===== src/hw/rtl/transposition_table_probe_store_macros.svh =====
// Assertion macros shared by the transposition table RTL.
`ifndef TRANSPOSITION_TABLE_PROBE_STORE_MACROS_SVH
`define TRANSPOSITION_TABLE_PROBE_STORE_MACROS_SVH

// Same-cycle implication, checked on every rising edge outside reset.
`define TTPS_ASSERT_IMP(name, ck, rst_n, ante, cons) \
	name: assert property (@(posedge ck) disable iff (!(rst_n)) (ante) |-> (cons)) \
		else $error("ttps same-cycle check failed");

// Next-cycle implication, checked on every rising edge outside reset.
`define TTPS_ASSERT_NEXT(name, ck, rst_n, ante, cons) \
	name: assert property (@(posedge ck) disable iff (!(rst_n)) (ante) |=> (cons)) \
		else $error("ttps next-cycle check failed");

`endif


===== src/hw/rtl/ttps_ram.sv =====
// Generic simple dual-port RAM with registered read data.
`default_nettype none

module ttps_ram #(
	parameter int WIDTH = 8,
	parameter int DEPTH = 16
) (
	input  wire logic                                   clk,
	input  wire logic                                   we,
	input  wire logic [((DEPTH > 1) ? $clog2(DEPTH) : 1)-1:0] waddr,
	input  wire logic [WIDTH-1:0]                       wdata,
	input  wire logic                                   re,
	input  wire logic [((DEPTH > 1) ? $clog2(DEPTH) : 1)-1:0] raddr,
	output logic      [WIDTH-1:0]                       rdata
);

	logic [WIDTH-1:0] mem [DEPTH];

	always_ff @(posedge clk) begin
		if (we) begin
			mem[waddr] <= wdata;
		end
		if (re) begin
			rdata <= mem[raddr];
		end
	end

endmodule

`default_nettype wire


===== config.mk =====
export PLATFORM = sky130hd
export DESIGN_NAME = ttps_ram
export DESIGN_NICKNAME = d
export VERILOG_FILES = /design/src/hw/rtl/transposition_table_probe_store_macros.svh /design/src/hw/rtl/ttps_ram.sv
export SDC_FILE = /design/constraint.sdc
export NUM_CORES = 1
export LEC_CHECK = 0
export BUFFER_PORTS_ARGS = -buffer_cell sky130_fd_sc_hd__buf_2
export CORE_ASPECT_RATIO = 2
export CORE_MARGIN = 4
export CORE_UTILIZATION = 40
export CTS_CLUSTER_SIZE = 24
export DETAILED_ROUTE_END_ITERATION = 6
export PLACE_DENSITY = 0.61
export SKIP_LAST_GASP = 1
export SLEW_MARGIN = 20
export SYNTH_ARGS = -nofsm -noshare
export SYNTH_HDL_FRONTEND = slang
export SYNTH_SLANG_ARGS = --single-unit

===== constraint.sdc =====
create_clock -name clk -period 2.1 [get_ports clk]
set_input_delay 0.21 -clock clk [delete_from_list [all_inputs] [get_ports clk]]
set_output_delay 0.21 -clock clk [all_outputs]
set_load 0.03 [all_outputs]

# ---- Word level (Yosys, flattened, before mapping)
# Memories as Yosys holds them, arrays and structs flattened. A register that Yosys moved wholly into a read port is not among the register bits.
# Cells that the tools add are included.
dict set report classes {
  muxes 2
}
# operator n
set ops {}
lappend ops {{two-way mux 1 bit} 2}
dict set report word_totals {
  out_inout_bits 8
  word_cells 3
  reg_bits 0
  ram_bits 128
  memories 1
}
# name words word_bits read_ports rd_clocked_by_memory_dff write_ports line_no
set memory_table {}
lappend memory_table {mem 16 8 1 1 1 ttps_ram.sv:17} ;# logic [WIDTH-1:0] mem [DEPTH];

# ---- Logic depth before layout (Yosys ltp)
dict set report depth {
  word_depth 2
  ltp_mapped 5
  ltp_nobuf 3
}

# ---- Worst setup path after synthesis
# No wires, ideal clock.
dict set report synth_timing {
  kind {in2reg}
  start {input waddr[2] (netlist bit)}
  end {memory mem[0][0], enable pin}
  setup_ps 383
  arrival_ps 1320
  slack_ps 397
  stages 2
  path_buffers 0
  required_time_ps 1717
  path_cell_list {or3b_2 -> nor3_1}
}
# element line_no
set synth_rtl {}
lappend synth_rtl {{start: declaration} ttps_ram.sv:10} ;# input wire logic [((DEPTH > 1) ? $clog2(DEPTH) : 1)-1:0] waddr,
lappend synth_rtl {{end: declaration} ttps_ram.sv:17}
# No word-level cell before the write port.

==> results.md <==
- Ports: 27
- Gpl congestion: between 0.7 and 0.8
- Hold Path Cell Cnt: 1
- Final setup vio count: 0
- Post-Synthesis Cells: roughly 230
- Fin cells: 448
- Post-detail-place hpwl: 7290 um
- Core Area: between 10000 and 15000 sq um
- CP arrival: about 1.6 ns
- Clock H-tree levels: 4
- Pin slew with the least headroom to its limit: ~0.4 ns
- Via count: 2435
- # diodes: 0
- Root Driver: clkbuf_16
- Critical path buffers and inverters: 0
- Total power draw: between 6 and 7 mW
- CTS clock-pin slew for the worst setup and hold paths: ~0.060 ns
- Total Wirelength: approximately 11000 um
- Worst r2r dst: rdata[1]$_DFFE_PP_
- Final nets: 304
- CTS Hold Bufs: 0
- Crit path max fanout: 1
- PwrDens: around 1000 nW/um^2
- GRT overflow: 0
- Crit-path max cell delay: roughly 0.53 ns
- CTS buffer count: 17
- Post-synth cell types: 18
- Critical Path End Type: register
- Setup Skew: ~0.010 ns
- Placed insts: about 420
- Initial DRC Count: 219
- Clock sinks: approximately 140
- Worst hold start: wdata[2]
- Sequential element share of the synthesized area: roughly 78%
- FF-to-FF Start: mem[1][1]$_DFFE_PP_
- Worst path required time: about 2.3 ns
- Post-route DRC: 0
- Share of cells above drive strength 1: 31.5%
- Met3 Use GR: roughly 3.5%
- Seq cells post-synth: ~140
- Via density: between 5 and 6
- Leak pwr: between 2 and 2.5 nW
- Min-delay worst type: primary input to register
- Area Overhead vs Synth: 19.1%
- Number of post-CTS setup repair buffers: 0
- Maxcap violations: 0
- R2R cell count: 3
- Final Critical Period: between 1 and 1.5 ns
- Synth Cell Area: 5230 sq um
- Post_cts resized: 0
- Kind of cell adding the most delay to the critical path: multiplexers
- Clk Latency, worst-skew pair: slightly above 0.4 ns
- Initial antenna violation count: 0
- Max Freq: about 0.7 GHz
- Met1 GRT Util: 16.5%
- Yosys warnings: 0
- Unrepaired setup endpoints after global routing: no
- Period utilization: roughly 69%
- Fin Setup TNS: 0 ns
- I/O Buffers: 26
- Critical Path Slowest Stage Cell: mux4_1
- Reg2reg setup slack: between 0.6 and 0.7 ns
- Slew HR: between 70% and 80%
- Max Slew Vio Count: 0
- Routed WL per cell: ~24 um
- Die W: approximately 89 um
- Vias in the first global route: between 2000 and 3000
- Die Ht: roughly 170 um
- Drt first pass iters: 4
- Endpoint, Worst Hold: mem[12][2]$_DFFE_PP_
- GR Util All Layers: 15.4%
- Syn_area_per_cell: between 20 and 25 sq um
- GR peak layer: met2
- Max VDD drop: 0.675 mV
- Grt met2 use: approximately 28%
- CTS tree: yes
- Final-report hold violation count: 0
- Maximum root-to-sink buffer count: 2
- CP Launch Type: register
- Pin count of the biggest net entering global routing: 33
- ANT nets after route: 0
- Outcome: finished clean
- Worst-path cell chain: mux4_1, a22oi_1, nand2_1
- Hold Slack: approximately 0.18 ns
- Syn Nets: around 250
- First-pass GRT wire length: between 15000 and 20000 um
- Die area: 15100 sq um
- Initial core utilization: between 40% and 50%
- Core Rows: 58
- Setup CP Type: register to register
[state kept, by name (all words and copies together) (netlist names)]
register / flops
mem: 128
rdata: 8
[worst reg2reg max path, delay by kind of cell (launching register included)]
family / cells / cell delay [ns]
AO/OA/AOI/OAI: 1 / 0.25
flip-flops: 1 / 0.35
multiplexers: 1 / 0.53
AND/OR/NAND/NOR: 1 / 0.08
[metal layers]
layer | wire [um] | vias to the layer above
met5 | 0 | -
met4 | 148 | 0
met3 | 337 | 9
met2 | 6300 | 57
met1 | 3750 | 1277
li1 | - | 1092
[cell families after synthesis]
logic type,after synthesis,synth area share (%)
multiplexers,32,14.8
buffers and inverters,10,1.65
AND/OR/NAND/NOR,35,3.14
AO/OA/AOI/OAI,16,2.30
flip-flops,136,78.1
[stage by stage]
step,instance area (sq um),worst slack [ns],utilization [%]
5_1_grt,6230,0.590,49.0
2_1_floorplan,5230,0.397,-
4_1_cts,6230,0.630,49.0
6_report,6230,0.641,49.0
3_3_place_gp,5640,0.305,44.4
3_5_place_dp,5640,0.286,44.4
[power by group]
part / leakage (nW) / total, mW / internal [mW] / switching (mW)
Sequential: 1.24 / 3.08 / 3.06 / 0.0160
Combinational: 0.594 / 0.302 / 0.121 / 0.181
Clock: 0.270 / 2.90 / 1.85 / 1.05
Total: 2.10 / 6.28 / 5.03 / 1.25
[cells in the final DEF (no fill, tap or decap), drive strengths merged, types with 3 or more instances in the layout]
| cell type | n |
|---|---|
| edfxtp | 136 |
| buf | 47 |
| mux4 | 32 |
| clkbuf | 18 |
| a22oi | 16 |
| nor2 | 13 |
| nand2 | 9 |
| clkinv | 6 |
| clkinvlp | 5 |
| nor3 | 4 |
| bufinv | 3 |
[cells in the mapped netlist, drive strengths merged]
library cell,count,area (sq um)
buf,7,56.3
nor2b,1,6.26
edfxtp,136,4080
nand3,1,5.00
and2b,1,7.51
nand3b,2,15.0
nor3,4,20.0
nand2,9,33.8
a22oi,16,120
and2,1,6.26
nand2b,2,12.5
or3b,1,8.76
nor2,13,48.8
clkdlybuf4s25,3,30.0
mux4,32,773
[how the worst max path moves through the flow]
stage | from | to | cells after the start | slack [ns]
floorplan | waddr[2] | mem[0][0]$_DFFE_PP_ | 2 | 0.40
global placement | raddr[0] | rdata[1]$_DFFE_PP_ | 5 | 0.30
detailed placement | raddr[0] | rdata[1]$_DFFE_PP_ | 5 | 0.29
CTS | mem[1][1]$_DFFE_PP_ | rdata[1]$_DFFE_PP_ | 3 | 0.63
global route | mem[1][3]$_DFFE_PP_ | rdata[3]$_DFFE_PP_ | 3 | 0.59
finish | mem[1][1]$_DFFE_PP_ | rdata[1]$_DFFE_PP_ | 3 | 0.64
[final cells by class]
class                           count  area [sq um]
Clock buffer                       18           429
Clock inverter                     14           158
Fill cell                         999          6470
Multi-Input combinational cell     83          1060
Sequential cell                   136          4080
Tap cell                          150           188
Timing Repair Buffer               47           313
Power figures use the tool's default switching activity.
